==> config.mk <==
export PLATFORM = sky130hd
export DESIGN_NAME = id_pool_allocator
export DESIGN_NICKNAME = d
export VERILOG_FILES = /design/src/hdl/ipa_pkg.sv /design/src/hdl/id_pool_allocator.sv /design/src/hdl/ipa_ram.sv
export SDC_FILE = /design/constraint.sdc
export NUM_CORES = 2
export LEC_CHECK = 0
export BUFFER_PORTS_ARGS = -buffer_cell sky130_fd_sc_hd__buf_2
export CAP_MARGIN = 0
export CORE_MARGIN = 4
export CORE_UTILIZATION = 45
export CTS_CLUSTER_SIZE = 20
export DETAILED_ROUTE_END_ITERATION = 10
export SLEW_MARGIN = 25
export SYNTH_ARGS = -nofsm -noshare
export SYNTH_HDL_FRONTEND = slang
export SYNTH_HIERARCHICAL = 1
export SYNTH_SLANG_ARGS = --single-unit
==> constraint.sdc <==
create_clock -name clk -period 15.2 [get_ports clk]
set_input_delay 1.52 -clock clk [delete_from_list [all_inputs] [get_ports clk]]
set_output_delay 1.52 -clock clk [all_outputs]
set_load 0.02 [all_outputs]
==> src/hdl/ipa_pkg.sv <==
// ============================================================================
// ID pool allocator package
// Sizes, payload structs, command and status codes and the find-first helpers
// shared by the ID pool allocator.
// ============================================================================
package ipa_pkg;

  localparam int ID_W      = 64;
  localparam int POOL_SIZE = 1024;
  localparam int WORD_W    = 32;
  localparam int BIT_W     = $clog2(WORD_W);
  localparam int ROWS      = (POOL_SIZE + WORD_W - 1) / WORD_W;
  localparam int ROW_W     = (ROWS > 1) ? $clog2(ROWS) : 1;
  localparam int OFF_W     = ROW_W + BIT_W;
  localparam int CUR_W     = OFF_W + 1;
  localparam int CFG_IDX_W = 2;

  localparam logic [ID_W-1:0]  SIGN_BIT    = {1'b1, {(ID_W-1){1'b0}}};
  localparam logic [ID_W-1:0]  SPAN_MAX_ID = ID_W'(POOL_SIZE - 1);
  localparam logic [OFF_W-1:0] SPAN_MAX    = OFF_W'(POOL_SIZE - 1);

  localparam logic [1:0] CMD_GEN  = 2'd0;
  localparam logic [1:0] CMD_FREE = 2'd1;
  localparam logic [1:0] CMD_DECL = 2'd2;

  localparam logic [1:0] STAT_DONE = 2'd0;
  localparam logic [1:0] STAT_EXH  = 2'd1;
  localparam logic [1:0] STAT_IGN  = 2'd2;

  localparam logic [CFG_IDX_W-1:0] REG_MIN = 2'd0;
  localparam logic [CFG_IDX_W-1:0] REG_MAX = 2'd1;
  localparam logic [CFG_IDX_W-1:0] REG_INV = 2'd2;

  typedef logic [WORD_W-1:0] word_t;
  typedef logic [ROW_W-1:0]  row_t;
  typedef logic [OFF_W-1:0]  off_t;
  typedef logic [CUR_W-1:0]  cur_t;

  typedef struct packed {
    logic [1:0]             cmd;
    logic signed [ID_W-1:0] id;
  } in_item_t;

  typedef struct packed {
    logic signed [ID_W-1:0] result_id;
    logic [1:0]             status;
  } out_item_t;

  // Lowest set row flag: {found, index}.
  function automatic logic [ROW_W:0] ff_rows(input logic [ROWS-1:0] v);
    logic       found;
    logic [ROW_W-1:0] idx;
    found = 1'b0;
    idx   = '0;
    for (int i = ROWS - 1; i >= 0; i--) begin
      if (v[i]) begin
        found = 1'b1;
        idx   = ROW_W'(i);
      end
    end
    return {found, idx};
  endfunction

  // Lowest set bit of a bitmap word: {found, index}.
  function automatic logic [BIT_W:0] ff_word(input word_t v);
    logic       found;
    logic [BIT_W-1:0] idx;
    found = 1'b0;
    idx   = '0;
    for (int i = WORD_W - 1; i >= 0; i--) begin
      if (v[i]) begin
        found = 1'b1;
        idx   = BIT_W'(i);
      end
    end
    return {found, idx};
  endfunction

endpackage

==> src/hdl/id_pool_allocator.sv <==
// ============================================================================
// ID pool allocator
// Hands out IDs from a configured range and tracks used and freed IDs.
// ============================================================================
// Usage: requests arrive as transfers on the in_ channel (cmd, id) and every
// request produces exactly one result transfer on the out_ channel
// (result_id, status). Generate returns the smallest freed ID, or else the
// next unused ID from the cursor; free and declare echo the ID given.
// Registers id_min, id_max and id_invalid are written on the cfg_ channel,
// only while the block is idle; each write re-runs pool setup (order,
// span, fix and invalid steps). A cursor generate reads 32-bit bitmap rows
// from the cursor row on, one row read per cycle from the used bitmap RAM.
// One request is in flight at a time; a new one is taken once the previous
// result sits in the output register. Reset runs the same setup with the
// reset register values; the bitmaps need no clearing pass because each
// row carries a valid flag. If the receiver stalls, the result waits in the
// output register and the next result waits in the sequencer until the
// register empties.
// ============================================================================
module id_pool_allocator (
  input  logic                                   clk,
  input  logic                                   rst_n,
  input  logic                                   in_valid,
  output logic                                   in_ready,
  input  ipa_pkg::in_item_t                      in_data,
  output logic                                   out_valid,
  input  logic                                   out_ready,
  output ipa_pkg::out_item_t                     out_data,
  input  logic                                   cfg_valid,
  output logic                                   cfg_ready,
  input  logic [ipa_pkg::CFG_IDX_W-1:0]          cfg_index,
  input  logic [ipa_pkg::ID_W-1:0]               cfg_data
);
  import ipa_pkg::*;

  // Sequencer states, one-hot.
  typedef enum logic [10:0] {
    ST_IDLE      = 11'b000_0000_0001,
    ST_SET_ORD   = 11'b000_0000_0010,
    ST_SET_SPAN  = 11'b000_0000_0100,
    ST_SET_FIX   = 11'b000_0000_1000,
    ST_SET_INV   = 11'b000_0001_0000,
    ST_OFFS      = 11'b000_0010_0000,
    ST_MOD       = 11'b000_0100_0000,
    ST_GEN_FREED = 11'b000_1000_0000,
    ST_GEN_SCAN  = 11'b001_0000_0000,
    ST_MKID      = 11'b010_0000_0000,
    ST_EMIT      = 11'b100_0000_0000
  } state_t;

  // Control registers.
  state_t           state_r, state_nxt;
  logic [ID_W-1:0]  min_r, min_nxt;
  logic [ID_W-1:0]  max_r, max_nxt;
  logic [ID_W-1:0]  inv_r, inv_nxt;
  cur_t             cur_r, cur_nxt;
  logic [ROWS-1:0]  used_vld_r, used_vld_nxt;
  logic [ROWS-1:0]  freed_vld_r, freed_vld_nxt;
  logic [ROWS-1:0]  freed_any_r, freed_any_nxt;
  logic             out_valid_r, out_valid_nxt;

  // Payload registers.
  logic [ID_W-1:0]  lo_r, lo_nxt;
  logic [ID_W-1:0]  hi_r, hi_nxt;
  off_t             span_r, span_nxt;
  logic             fix_r, fix_nxt;
  logic             inv_in_r, inv_in_nxt;
  off_t             inv_off_r, inv_off_nxt;
  logic [1:0]       cmd_r, cmd_nxt;
  logic [ID_W-1:0]  id_r, id_nxt;
  off_t             off_r, off_nxt;
  logic             inr_r, inr_nxt;
  row_t             row_r, row_nxt;
  logic [ID_W-1:0]  res_id_r, res_id_nxt;
  logic [1:0]       res_st_r, res_st_nxt;
  out_item_t        out_data_r, out_data_nxt;

  // Shared 64-bit adder/subtractor, used for the wide sums, differences and the bound ordering compare.
  logic [ID_W-1:0]  alu_a, alu_b;
  logic             alu_sub;
  logic [ID_W:0]    alu_sum;
  logic [ID_W-1:0]  alu_diff;
  logic             alu_borrow;
  logic             alu_inr;

  // Bitmap RAM interface; both maps are read and written together.
  logic             rd_en, wr_en;
  row_t             rd_row;
  word_t            used_rd, freed_rd;
  word_t            used_wdata, freed_wdata;
  word_t            used_eff, freed_eff;

  logic             in_acc, cfg_acc;
  logic [ROW_W:0]   fr_res;
  logic [BIT_W:0]   fw_res, su_res;
  word_t            blk;
  word_t            bmask;
  row_t             cur_row, span_row;
  logic             is_inv_off;

  assign in_ready  = (state_r == ST_IDLE) && !cfg_valid;
  assign cfg_ready = (state_r == ST_IDLE);
  assign in_acc    = in_valid && in_ready;
  assign cfg_acc   = cfg_valid && cfg_ready;
  assign out_valid = out_valid_r;
  assign out_data  = out_data_r;

  ipa_ram #(.WIDTH(WORD_W), .DEPTH(ROWS)) u_used_ram (
    .clk     (clk),
    .wr_en   (wr_en),
    .wr_addr (row_r),
    .wr_data (used_wdata),
    .rd_en   (rd_en),
    .rd_addr (rd_row),
    .rd_data (used_rd)
  );

  ipa_ram #(.WIDTH(WORD_W), .DEPTH(ROWS)) u_freed_ram (
    .clk     (clk),
    .wr_en   (wr_en),
    .wr_addr (row_r),
    .wr_data (freed_wdata),
    .rd_en   (rd_en),
    .rd_addr (rd_row),
    .rd_data (freed_rd)
  );

  // A row that has never been written since setup reads as all clear.
  assign used_eff  = used_vld_r[row_r]  ? used_rd  : '0;
  assign freed_eff = freed_vld_r[row_r] ? freed_rd : '0;

  // Operand selection for the shared unit.
  always_comb begin
    alu_a   = lo_r ^ SIGN_BIT;
    alu_b   = ID_W'(off_r);
    alu_sub = 1'b0;
    case (state_r)
      ST_SET_ORD: begin
        alu_a   = min_r ^ SIGN_BIT;
        alu_b   = max_r ^ SIGN_BIT;
        alu_sub = 1'b1;
      end
      ST_SET_SPAN: begin
        alu_a   = hi_r;
        alu_b   = lo_r;
        alu_sub = 1'b1;
      end
      ST_SET_FIX: begin
        alu_a   = hi_r;
        alu_b   = ID_W'(1);
        alu_sub = 1'b1;
      end
      ST_SET_INV: begin
        alu_a   = inv_r ^ SIGN_BIT;
        alu_b   = lo_r;
        alu_sub = 1'b1;
      end
      ST_OFFS: begin
        alu_a   = id_r ^ SIGN_BIT;
        alu_b   = lo_r;
        alu_sub = 1'b1;
      end
      default: begin
        alu_a   = lo_r ^ SIGN_BIT;
        alu_b   = ID_W'(off_r);
        alu_sub = 1'b0;
      end
    endcase
  end

  assign alu_sum    = {1'b0, alu_a} + {1'b0, alu_b ^ {ID_W{alu_sub}}}
                    + {{ID_W{1'b0}}, alu_sub};
  assign alu_diff   = alu_sum[ID_W-1:0];
  assign alu_borrow = alu_sub & ~alu_sum[ID_W];
  // Difference lands inside the pool span: the operand is a pool member.
  assign alu_inr    = !alu_borrow && (alu_diff[ID_W-1:OFF_W] == '0)
                    && (alu_diff[OFF_W-1:0] <= span_r);

  assign fr_res   = ff_rows(freed_any_r);
  assign fw_res   = ff_word(freed_eff);
  assign cur_row  = cur_r[OFF_W-1:BIT_W];
  assign span_row = span_r[OFF_W-1:BIT_W];
  assign bmask    = word_t'(1) << off_r[BIT_W-1:0];
  assign is_inv_off = inv_in_r && (off_r == inv_off_r);

  // Blocked positions in the row under the cursor scan: used, the invalid
  // ID, positions below the cursor and positions beyond the pool span.
  always_comb begin
    off_t pos;
    pos = '0;
    for (int i = 0; i < WORD_W; i++) begin
      pos    = {row_r, BIT_W'(i)};
      blk[i] = used_eff[i] || (BIT_W'(i) < cur_r[BIT_W-1:0]) || (pos > span_r)
            || (inv_in_r && (pos == inv_off_r));
    end
  end

  assign su_res = ff_word(~blk);

  always_comb begin
    state_nxt     = state_r;
    min_nxt       = min_r;
    max_nxt       = max_r;
    inv_nxt       = inv_r;
    cur_nxt       = cur_r;
    used_vld_nxt  = used_vld_r;
    freed_vld_nxt = freed_vld_r;
    freed_any_nxt = freed_any_r;
    out_valid_nxt = out_valid_r;
    lo_nxt        = lo_r;
    hi_nxt        = hi_r;
    span_nxt      = span_r;
    fix_nxt       = fix_r;
    inv_in_nxt    = inv_in_r;
    inv_off_nxt   = inv_off_r;
    cmd_nxt       = cmd_r;
    id_nxt        = id_r;
    off_nxt       = off_r;
    inr_nxt       = inr_r;
    row_nxt       = row_r;
    res_id_nxt    = res_id_r;
    res_st_nxt    = res_st_r;
    out_data_nxt  = out_data_r;
    rd_en         = 1'b0;
    rd_row        = row_r;
    wr_en         = 1'b0;
    used_wdata    = used_eff;
    freed_wdata   = freed_eff;

    if (out_valid_r && out_ready) begin
      out_valid_nxt = 1'b0;
    end

    case (state_r)
      ST_IDLE: begin
        if (cfg_acc) begin
          case (cfg_index)
            REG_MIN: begin
              min_nxt   = cfg_data;
              state_nxt = ST_SET_ORD;
            end
            REG_MAX: begin
              max_nxt   = cfg_data;
              state_nxt = ST_SET_ORD;
            end
            REG_INV: begin
              inv_nxt   = cfg_data;
              state_nxt = ST_SET_ORD;
            end
            default: begin
              state_nxt = ST_IDLE;
            end
          endcase
        end else if (in_acc) begin
          cmd_nxt    = in_data.cmd;
          id_nxt     = in_data.id;
          res_id_nxt = in_data.id;
          res_st_nxt = STAT_IGN;
          case (in_data.cmd)
            CMD_GEN: begin
              if (fr_res[ROW_W]) begin
                rd_en     = 1'b1;
                rd_row    = fr_res[ROW_W-1:0];
                row_nxt   = fr_res[ROW_W-1:0];
                state_nxt = ST_GEN_FREED;
              end else if (cur_r > {1'b0, span_r}) begin
                res_id_nxt = inv_r;
                res_st_nxt = STAT_EXH;
                state_nxt  = ST_EMIT;
              end else begin
                rd_en     = 1'b1;
                rd_row    = cur_row;
                row_nxt   = cur_row;
                state_nxt = ST_GEN_SCAN;
              end
            end
            CMD_FREE, CMD_DECL: begin
              state_nxt = ST_OFFS;
            end
            default: begin
              state_nxt = ST_EMIT;
            end
          endcase
        end
      end

      // Pool setup: order the bounds, measure the span, fix equal bounds,
      // then place the invalid ID and the cursor, and mark every row unwritten.
      ST_SET_ORD: begin
        lo_nxt    = alu_borrow ? alu_a : alu_b;
        hi_nxt    = alu_borrow ? alu_b : alu_a;
        state_nxt = ST_SET_SPAN;
      end
      ST_SET_SPAN: begin
        if (alu_diff == '0) begin
          span_nxt = OFF_W'(1);
        end else if (alu_diff > SPAN_MAX_ID) begin
          span_nxt = SPAN_MAX;
        end else begin
          span_nxt = alu_diff[OFF_W-1:0];
        end
        fix_nxt   = (alu_diff == '0) && (&hi_r);
        state_nxt = ST_SET_FIX;
      end
      ST_SET_FIX: begin
        // Equal bounds at the very top: the low end moves down instead.
        if (fix_r) begin
          lo_nxt = alu_diff;
        end
        state_nxt = ST_SET_INV;
      end
      ST_SET_INV: begin
        inv_in_nxt    = alu_inr;
        inv_off_nxt   = alu_diff[OFF_W-1:0];
        cur_nxt       = (alu_inr && (alu_diff[OFF_W-1:0] == '0)) ? CUR_W'(1) : '0;
        used_vld_nxt  = '0;
        freed_vld_nxt = '0;
        freed_any_nxt = '0;
        state_nxt     = ST_IDLE;
      end

      ST_OFFS: begin
        off_nxt   = alu_diff[OFF_W-1:0];
        inr_nxt   = alu_inr;
        rd_en     = 1'b1;
        rd_row    = alu_diff[OFF_W-1:BIT_W];
        row_nxt   = alu_diff[OFF_W-1:BIT_W];
        state_nxt = ST_MOD;
      end
      ST_MOD: begin
        if (inr_r) begin
          if (cmd_r == CMD_FREE) begin
            if ((used_eff & bmask) != '0) begin
              used_wdata  = used_eff & ~bmask;
              freed_wdata = freed_eff | bmask;
              wr_en       = 1'b1;
              res_st_nxt  = STAT_DONE;
            end
          end else begin
            if ((freed_eff & bmask) != '0) begin
              used_wdata  = used_eff | bmask;
              freed_wdata = freed_eff & ~bmask;
              wr_en       = 1'b1;
              res_st_nxt  = STAT_DONE;
            end else if (!is_inv_off) begin
              used_wdata  = used_eff | bmask;
              wr_en       = 1'b1;
              res_st_nxt  = STAT_DONE;
            end
          end
        end
        state_nxt = ST_EMIT;
      end

      ST_GEN_FREED: begin
        off_nxt     = {row_r, fw_res[BIT_W-1:0]};
        used_wdata  = used_eff | (word_t'(1) << fw_res[BIT_W-1:0]);
        freed_wdata = freed_eff & ~(word_t'(1) << fw_res[BIT_W-1:0]);
        wr_en       = 1'b1;
        state_nxt   = ST_MKID;
      end
      ST_GEN_SCAN: begin
        if (su_res[BIT_W]) begin
          off_nxt    = {row_r, su_res[BIT_W-1:0]};
          used_wdata = used_eff | (word_t'(1) << su_res[BIT_W-1:0]);
          wr_en      = 1'b1;
          cur_nxt    = CUR_W'({row_r, su_res[BIT_W-1:0]}) + CUR_W'(1);
          state_nxt  = ST_MKID;
        end else if (row_r == span_row) begin
          cur_nxt    = CUR_W'(span_r) + CUR_W'(1);
          res_id_nxt = inv_r;
          res_st_nxt = STAT_EXH;
          state_nxt  = ST_EMIT;
        end else begin
          cur_nxt = CUR_W'({row_r + ROW_W'(1), {BIT_W{1'b0}}});
          rd_en   = 1'b1;
          rd_row  = row_r + ROW_W'(1);
          row_nxt = row_r + ROW_W'(1);
        end
      end
      ST_MKID: begin
        res_id_nxt = alu_diff;
        res_st_nxt = STAT_DONE;
        state_nxt  = ST_EMIT;
      end

      ST_EMIT: begin
        if (!out_valid_r || out_ready) begin
          out_valid_nxt          = 1'b1;
          out_data_nxt.result_id = res_id_r;
          out_data_nxt.status    = res_st_r;
          state_nxt              = ST_IDLE;
        end
      end

      default: begin
        state_nxt = ST_IDLE;
      end
    endcase

    // Any row write makes both maps of that row valid.
    if (wr_en) begin
      used_vld_nxt[row_r]  = 1'b1;
      freed_vld_nxt[row_r] = 1'b1;
      freed_any_nxt[row_r] = |freed_wdata;
    end
  end

  always_ff @(posedge clk) begin
    if (!rst_n) begin
      state_r     <= ST_SET_ORD;
      min_r       <= '0;
      max_r       <= ID_W'(1023);
      inv_r       <= '1;
      cur_r       <= '0;
      used_vld_r  <= '0;
      freed_vld_r <= '0;
      freed_any_r <= '0;
      out_valid_r <= 1'b0;
    end else begin
      state_r     <= state_nxt;
      min_r       <= min_nxt;
      max_r       <= max_nxt;
      inv_r       <= inv_nxt;
      cur_r       <= cur_nxt;
      used_vld_r  <= used_vld_nxt;
      freed_vld_r <= freed_vld_nxt;
      freed_any_r <= freed_any_nxt;
      out_valid_r <= out_valid_nxt;
    end
  end

  always_ff @(posedge clk) begin
    lo_r       <= lo_nxt;
    hi_r       <= hi_nxt;
    span_r     <= span_nxt;
    fix_r      <= fix_nxt;
    inv_in_r   <= inv_in_nxt;
    inv_off_r  <= inv_off_nxt;
    cmd_r      <= cmd_nxt;
    id_r       <= id_nxt;
    off_r      <= off_nxt;
    inr_r      <= inr_nxt;
    row_r      <= row_nxt;
    res_id_r   <= res_id_nxt;
    res_st_r   <= res_st_nxt;
    out_data_r <= out_data_nxt;
  end

  // The cursor never runs more than one step past the pool span.
  a_cursor_bound: assert property (@(posedge clk) disable iff (!rst_n)
    (state_r == ST_IDLE) |-> (cur_r <= CUR_W'(span_r) + CUR_W'(1)))
    else $error("cursor beyond pool span");

  // A row flagged as holding freed IDs must have been written since setup.
  a_freed_any_valid: assert property (@(posedge clk) disable iff (!rst_n)
    (freed_any_r & ~freed_vld_r) == '0)
    else $error("freed summary set on an unwritten row");

  // The row chosen from the freed summary really holds a freed ID.
  a_freed_row_hit: assert property (@(posedge clk) disable iff (!rst_n)
    (state_r == ST_GEN_FREED) |-> fw_res[BIT_W])
    else $error("freed summary row holds no freed ID");

  // Exhaustion is always reported with the invalid ID.
  a_exh_id: assert property (@(posedge clk) disable iff (!rst_n)
    (out_valid_r && (out_data_r.status == STAT_EXH))
      |-> (out_data_r.result_id == inv_r))
    else $error("exhausted result without invalid ID");

  // Writing a defined register always re-runs setup.
  a_cfg_setup: assert property (@(posedge clk) disable iff (!rst_n)
    (cfg_acc && ((cfg_index == REG_MIN) || (cfg_index == REG_MAX)
                 || (cfg_index == REG_INV))) |=> (state_r == ST_SET_ORD))
    else $error("register write did not start setup");

endmodule

==> src/hdl/ipa_ram.sv <==
// ============================================================================
// Generic single-port-write RAM
// One write port and one read port, read data registered.
// ============================================================================
module ipa_ram #(
  parameter int WIDTH = 32,
  parameter int DEPTH = 32,
  localparam int AW = (DEPTH > 1) ? $clog2(DEPTH) : 1
) (
  input  logic             clk,
  input  logic             wr_en,
  input  logic [AW-1:0]    wr_addr,
  input  logic [WIDTH-1:0] wr_data,
  input  logic             rd_en,
  input  logic [AW-1:0]    rd_addr,
  output logic [WIDTH-1:0] rd_data
);

  logic [WIDTH-1:0] mem_r [DEPTH];
  logic [WIDTH-1:0] rd_data_r;

  always_ff @(posedge clk) begin
    if (wr_en) begin
      mem_r[wr_addr] <= wr_data;
    end
    if (rd_en) begin
      rd_data_r <= mem_r[rd_addr];
    end
  end

  assign rd_data = rd_data_r;

endmodule

==> results.sh <==
export IMPL_worst_setup_path_end_kind="register"
export IMPL_main_combinational_cell_family_by_area_after_synthesis="compound AO/OA/AOI/OAI gates"
export IMPL_synth_adder_area_share_pct=1.05
export IMPL_post_synth_top_area_cell="sky130_fd_sc_hd__edfxtp_1"
export IMPL_post_drt_wl_per_cell_um=29.6
export IMPL_share_of_final_layout_standard_cells_stronger_than_drive_strength_1_pct=11.3
export IMPL_routed_wirelength_mm=401
export IMPL_synth_net_count=9837
export IMPL_root_buffer_cell="sky130_fd_sc_hd__clkbuf_16"
export IMPL_floorplan_die_width_um=532
export IMPL_setup_tns_ps=0
export IMPL_detailedRoute_firstIterationViolations=10600
export IMPL_async_flop_share_pct=0
export IMPL_cts_max_path_buffers=4
export IMPL_grt_antenna_before_repair=12
export IMPL_hold_path_class="reg -> reg"
export IMPL_place_gp_congestion=0.956
export IMPL_die_area_sq_mm=0.283
export IMPL_maximum_number_of_pins_on_one_net_before_global_route_repair=155
export IMPL_post_synth_xor_area_fraction_pct=0.629
export IMPL_max_cap_violations=0
export IMPL_power_leakage_uw=0.0493
export IMPL_timing_final_setup_violations=0
export IMPL_rsz0062_at_grt="false"
export IMPL_die_height_um=532
export IMPL_cts_clk_slew_worst_paths_ps=60
export IMPL_max_clock_freq_mhz=102
export IMPL_cts_num_sinks=2787
export IMPL_clock_insertion_delay_worst_skew_ps=910
export IMPL_timing_final_hold_violations=0
export IMPL_portBuffers=205
export IMPL_synth_compound_gate_area_share_pct=11.9
export IMPL_synth_top_cell_area_share_pct=60.0
export IMPL_synthFlopType="sky130_fd_sc_hd__edfxtp_1"
export IMPL_post_drt_via_cell_ratio=6.31
export IMPL_synth_enable_flop_cells=2471
export IMPL_ys_warnings_count=6
export IMPL_grt_util_all_layers_pct=27.2
export IMPL_worst_pin_slew_ps=1130
export IMPL_max_slew_margin_rel_pct=24.7
export IMPL_number_of_hold_repair_buffers_added_at_the_cts_stage=0
export IMPL_detailed_place_hpwl_mm=235
export IMPL_yosys_top_cells_count="sky130_fd_sc_hd__edfxtp_1 (2471), sky130_fd_sc_hd__nand2_1 (1149), sky130_fd_sc_hd__mux2i_1 (1076)"
export IMPL_mappedNetlistArea_sq_mm=0.124
export IMPL_synth_mux_area_fraction_pct=8.91
export IMPL_critical_path_class="reg -> reg"
export IMPL_cts_buffers=302
export IMPL_irDropWorstVdd_v=0.000143
export IMPL_drt_pre_antenna_iters=10
export IMPL_route_vias_total=85500
export IMPL_ioPinCount=206
export IMPL_ys_seq_area_share_pct=65.1
export IMPL_detail_route_antenna_nets=0
export IMPL_cts_post_setup_buffers_inserted=0
export IMPL_grt_pass1_vias=81300
export IMPL_tritoncts="yes"
export IMPL_worst_case_hold_slack_ps=407
export IMPL_post_synth_main_area_contributors="sky130_fd_sc_hd__edfxtp_1 (60%), sky130_fd_sc_hd__mux2i_1 (8.7%), sky130_fd_sc_hd__dfxtp_1 (5.1%), sky130_fd_sc_hd__nand2_1 (3.5%), sky130_fd_sc_hd__a21oi_1 (2.9%)"
export IMPL_nNetsFinal=9958
export IMPL_worst_endpoint_arrival_ps=10550
export IMPL_timing_reg2reg_worst_path_depth=21
export IMPL_run_status="completed"
export IMPL_syn_avg_cell_area_sq_um=12.9
export IMPL_worstHoldPathCells=0
export IMPL_fill_cells=23300
export IMPL_cts_resized=0
export IMPL_clk_skew_ps=77.1
export IMPL_core_area_sq_mm=0.274
export IMPL_critical_path_max_fanout=89
export IMPL_power_density_mw_per_mm2=150
export IMPL_critical_path_startpoint_type="register"
export IMPL_drc_violation_count_after_routing=0
export IMPL_synth_simple_gate_area_share_pct=9.74
export IMPL_synthDistinctLibCells=111
export IMPL_starting_density_of_the_core_pct=45.2
export IMPL_layout_min_cycle_time_ps=9810
export IMPL_min_period_over_period_pct=64.5
export IMPL_row_count=192
export IMPL_grt_first_pass_wirelength_mm=576
export IMPL_final_max_slew_violation_count=0
export IMPL_syn_to_final_growth_pct=12.4
export IMPL_grt_remaining_overflow=0
export IMPL_clock_tree_htree_level_count=5
export IMPL_synthCells=9597
export IMPL_postSynthRegisterBits=2787
export IMPL_worst_ep_required_time_ps=15950
export IMPL_synth_most_common_cell="sky130_fd_sc_hd__edfxtp_1"
## cells by family (layout without fill, tap and decap cells)
kind of cell / after synthesis / in the layout
buffers and inverters: 723 / 1080
other: 0 / 7
multiplexers: 1090 / 1090
flip-flops: 2787 / 2787
AND/OR/NAND/NOR: 2626 / 2626
AO/OA/AOI/OAI: 2180 / 2180
XOR/XNOR: 88 / 88
adder cells (fa/ha/maj): 103 / 103
## cell type report
type,count,area (sq um),area share (%)
Timing Repair Buffer,448,3050,2.19
Sequential cell,2787,80500,57.9
Clock buffer,392,8050,5.79
Tap cell,3589,4490,3.23
Clock inverter,148,1700,1.23
Antenna cell,7,17.5,0.0126
Inverter,92,357,0.257
Multi-Input combinational cell,6087,40800,29.4
## critical path, cell delays in order (launching register included)
cell and delay [ps]:
sky130_fd_sc_hd__dfxtp_1 450, sky130_fd_sc_hd__nor3_1 540, sky130_fd_sc_hd__nand2_1 230, sky130_fd_sc_hd__nor3_1 380
sky130_fd_sc_hd__nand2_1 420, sky130_fd_sc_hd__inv_6 720, sky130_fd_sc_hd__buf_4 750, sky130_fd_sc_hd__a22oi_1 230
sky130_fd_sc_hd__nor2b_1 210, sky130_fd_sc_hd__ha_1 440, sky130_fd_sc_hd__and2_1 200, sky130_fd_sc_hd__o2111ai_1 400
sky130_fd_sc_hd__a2111o_1 570, sky130_fd_sc_hd__a2111oi_0 900, sky130_fd_sc_hd__nor2_1 250, sky130_fd_sc_hd__nor2_1 330
sky130_fd_sc_hd__xnor2_1 360, sky130_fd_sc_hd__nand4_1 310, sky130_fd_sc_hd__nor4b_1 560, sky130_fd_sc_hd__nand4_1 320
sky130_fd_sc_hd__nor3_4 670, sky130_fd_sc_hd__and2_1 280
## path summary, 6_finish.rpt
check                    start           end  slack [ps]
setup / recovery    state_r[7]      inv_in_r        5390
hold / removal    res_id_r[34]  out_data[36]         410
setup reg to reg    state_r[7]      inv_in_r        5390
hold reg to reg   res_id_r[34]  out_data[36]         410
## cell usage in the layout (no fill, tap or decap), types with 26 or more instances in the layout
master / synthesis / final
sky130_fd_sc_hd__a211oi_1: 30 / 30
sky130_fd_sc_hd__a21o_1: 62 / 59
sky130_fd_sc_hd__a21oi_1: 718 / 703
sky130_fd_sc_hd__a221oi_1: 54 / 54
sky130_fd_sc_hd__a222oi_1: 62 / 62
sky130_fd_sc_hd__a22o_1: 148 / 146
sky130_fd_sc_hd__a22oi_1: 380 / 380
sky130_fd_sc_hd__a31oi_1: 113 / 112
sky130_fd_sc_hd__a41oi_1: 38 / 38
sky130_fd_sc_hd__and2_1: 34 / 29
sky130_fd_sc_hd__and3_1: 32 / 32
sky130_fd_sc_hd__buf_2: 74 / 204
sky130_fd_sc_hd__buf_4: 70 / 225
sky130_fd_sc_hd__bufinv_16: 0 / 26
sky130_fd_sc_hd__clkbuf_1: 406 / 78
sky130_fd_sc_hd__clkbuf_16: 0 / 305
sky130_fd_sc_hd__clkinv_1: 3 / 47
sky130_fd_sc_hd__clkinv_2: 0 / 37
sky130_fd_sc_hd__dfxtp_1: 316 / 314
sky130_fd_sc_hd__edfxtp_1: 2471 / 2471
sky130_fd_sc_hd__ha_1: 102 / 102
sky130_fd_sc_hd__inv_1: 87 / 85
sky130_fd_sc_hd__mux2i_1: 1076 / 1076
sky130_fd_sc_hd__nand2_1: 1149 / 1136
sky130_fd_sc_hd__nand2b_1: 46 / 42
sky130_fd_sc_hd__nand3_1: 407 / 404
sky130_fd_sc_hd__nand3b_1: 26 / 26
sky130_fd_sc_hd__nand4_1: 66 / 66
sky130_fd_sc_hd__nor2_1: 416 / 347
sky130_fd_sc_hd__nor2_4: 0 / 67
sky130_fd_sc_hd__nor2b_1: 76 / 72
sky130_fd_sc_hd__nor3_1: 177 / 172
sky130_fd_sc_hd__nor4_1: 56 / 54
sky130_fd_sc_hd__o211ai_1: 47 / 47
sky130_fd_sc_hd__o21a_1: 28 / 28
sky130_fd_sc_hd__o21ai_0: 223 / 207
sky130_fd_sc_hd__o221ai_1: 27 / 26
sky130_fd_sc_hd__xnor2_1: 59 / 59
sky130_fd_sc_hd__xor2_1: 28 / 28
## where the power goes
part / switching (uW) / leakage, uW / internal, uW / total, uW
logic: 3160 / 0.0192 / 1800 / 4960
clock network: 3050 / 0.00472 / 4210 / 7260
registers: 111 / 0.0253 / 8470 / 8580
total: 6320 / 0.0493 / 14500 / 20800
## per-stage QoR
stage	setup WS [ps]	utilization [%]	power [uW]	cell area [sq um]	cells
5_1_grt	5000	50.8	21600	139000	13500
3_3_place_gp	5480	47.2	13600	129000	13000
6_report	5390	50.8	20800	139000	13600
4_1_cts	5370	50.8	20900	139000	13500
2_1_floorplan	7200	-	12300	124000	9597
3_5_place_dp	5430	47.2	13600	129000	13000
## layer usage
layer | wire (um) | global-route usage, % | vias up
li1 | - | - | 37300
met1 | 170000 | 38.9 | 43400
met2 | 184000 | 43.1 | 4097
met3 | 34600 | 4.26 | 678
met4 | 12100 | 7.82 | 2
met5 | 13 | 0 | -
Power figures use the tool's default switching activity.
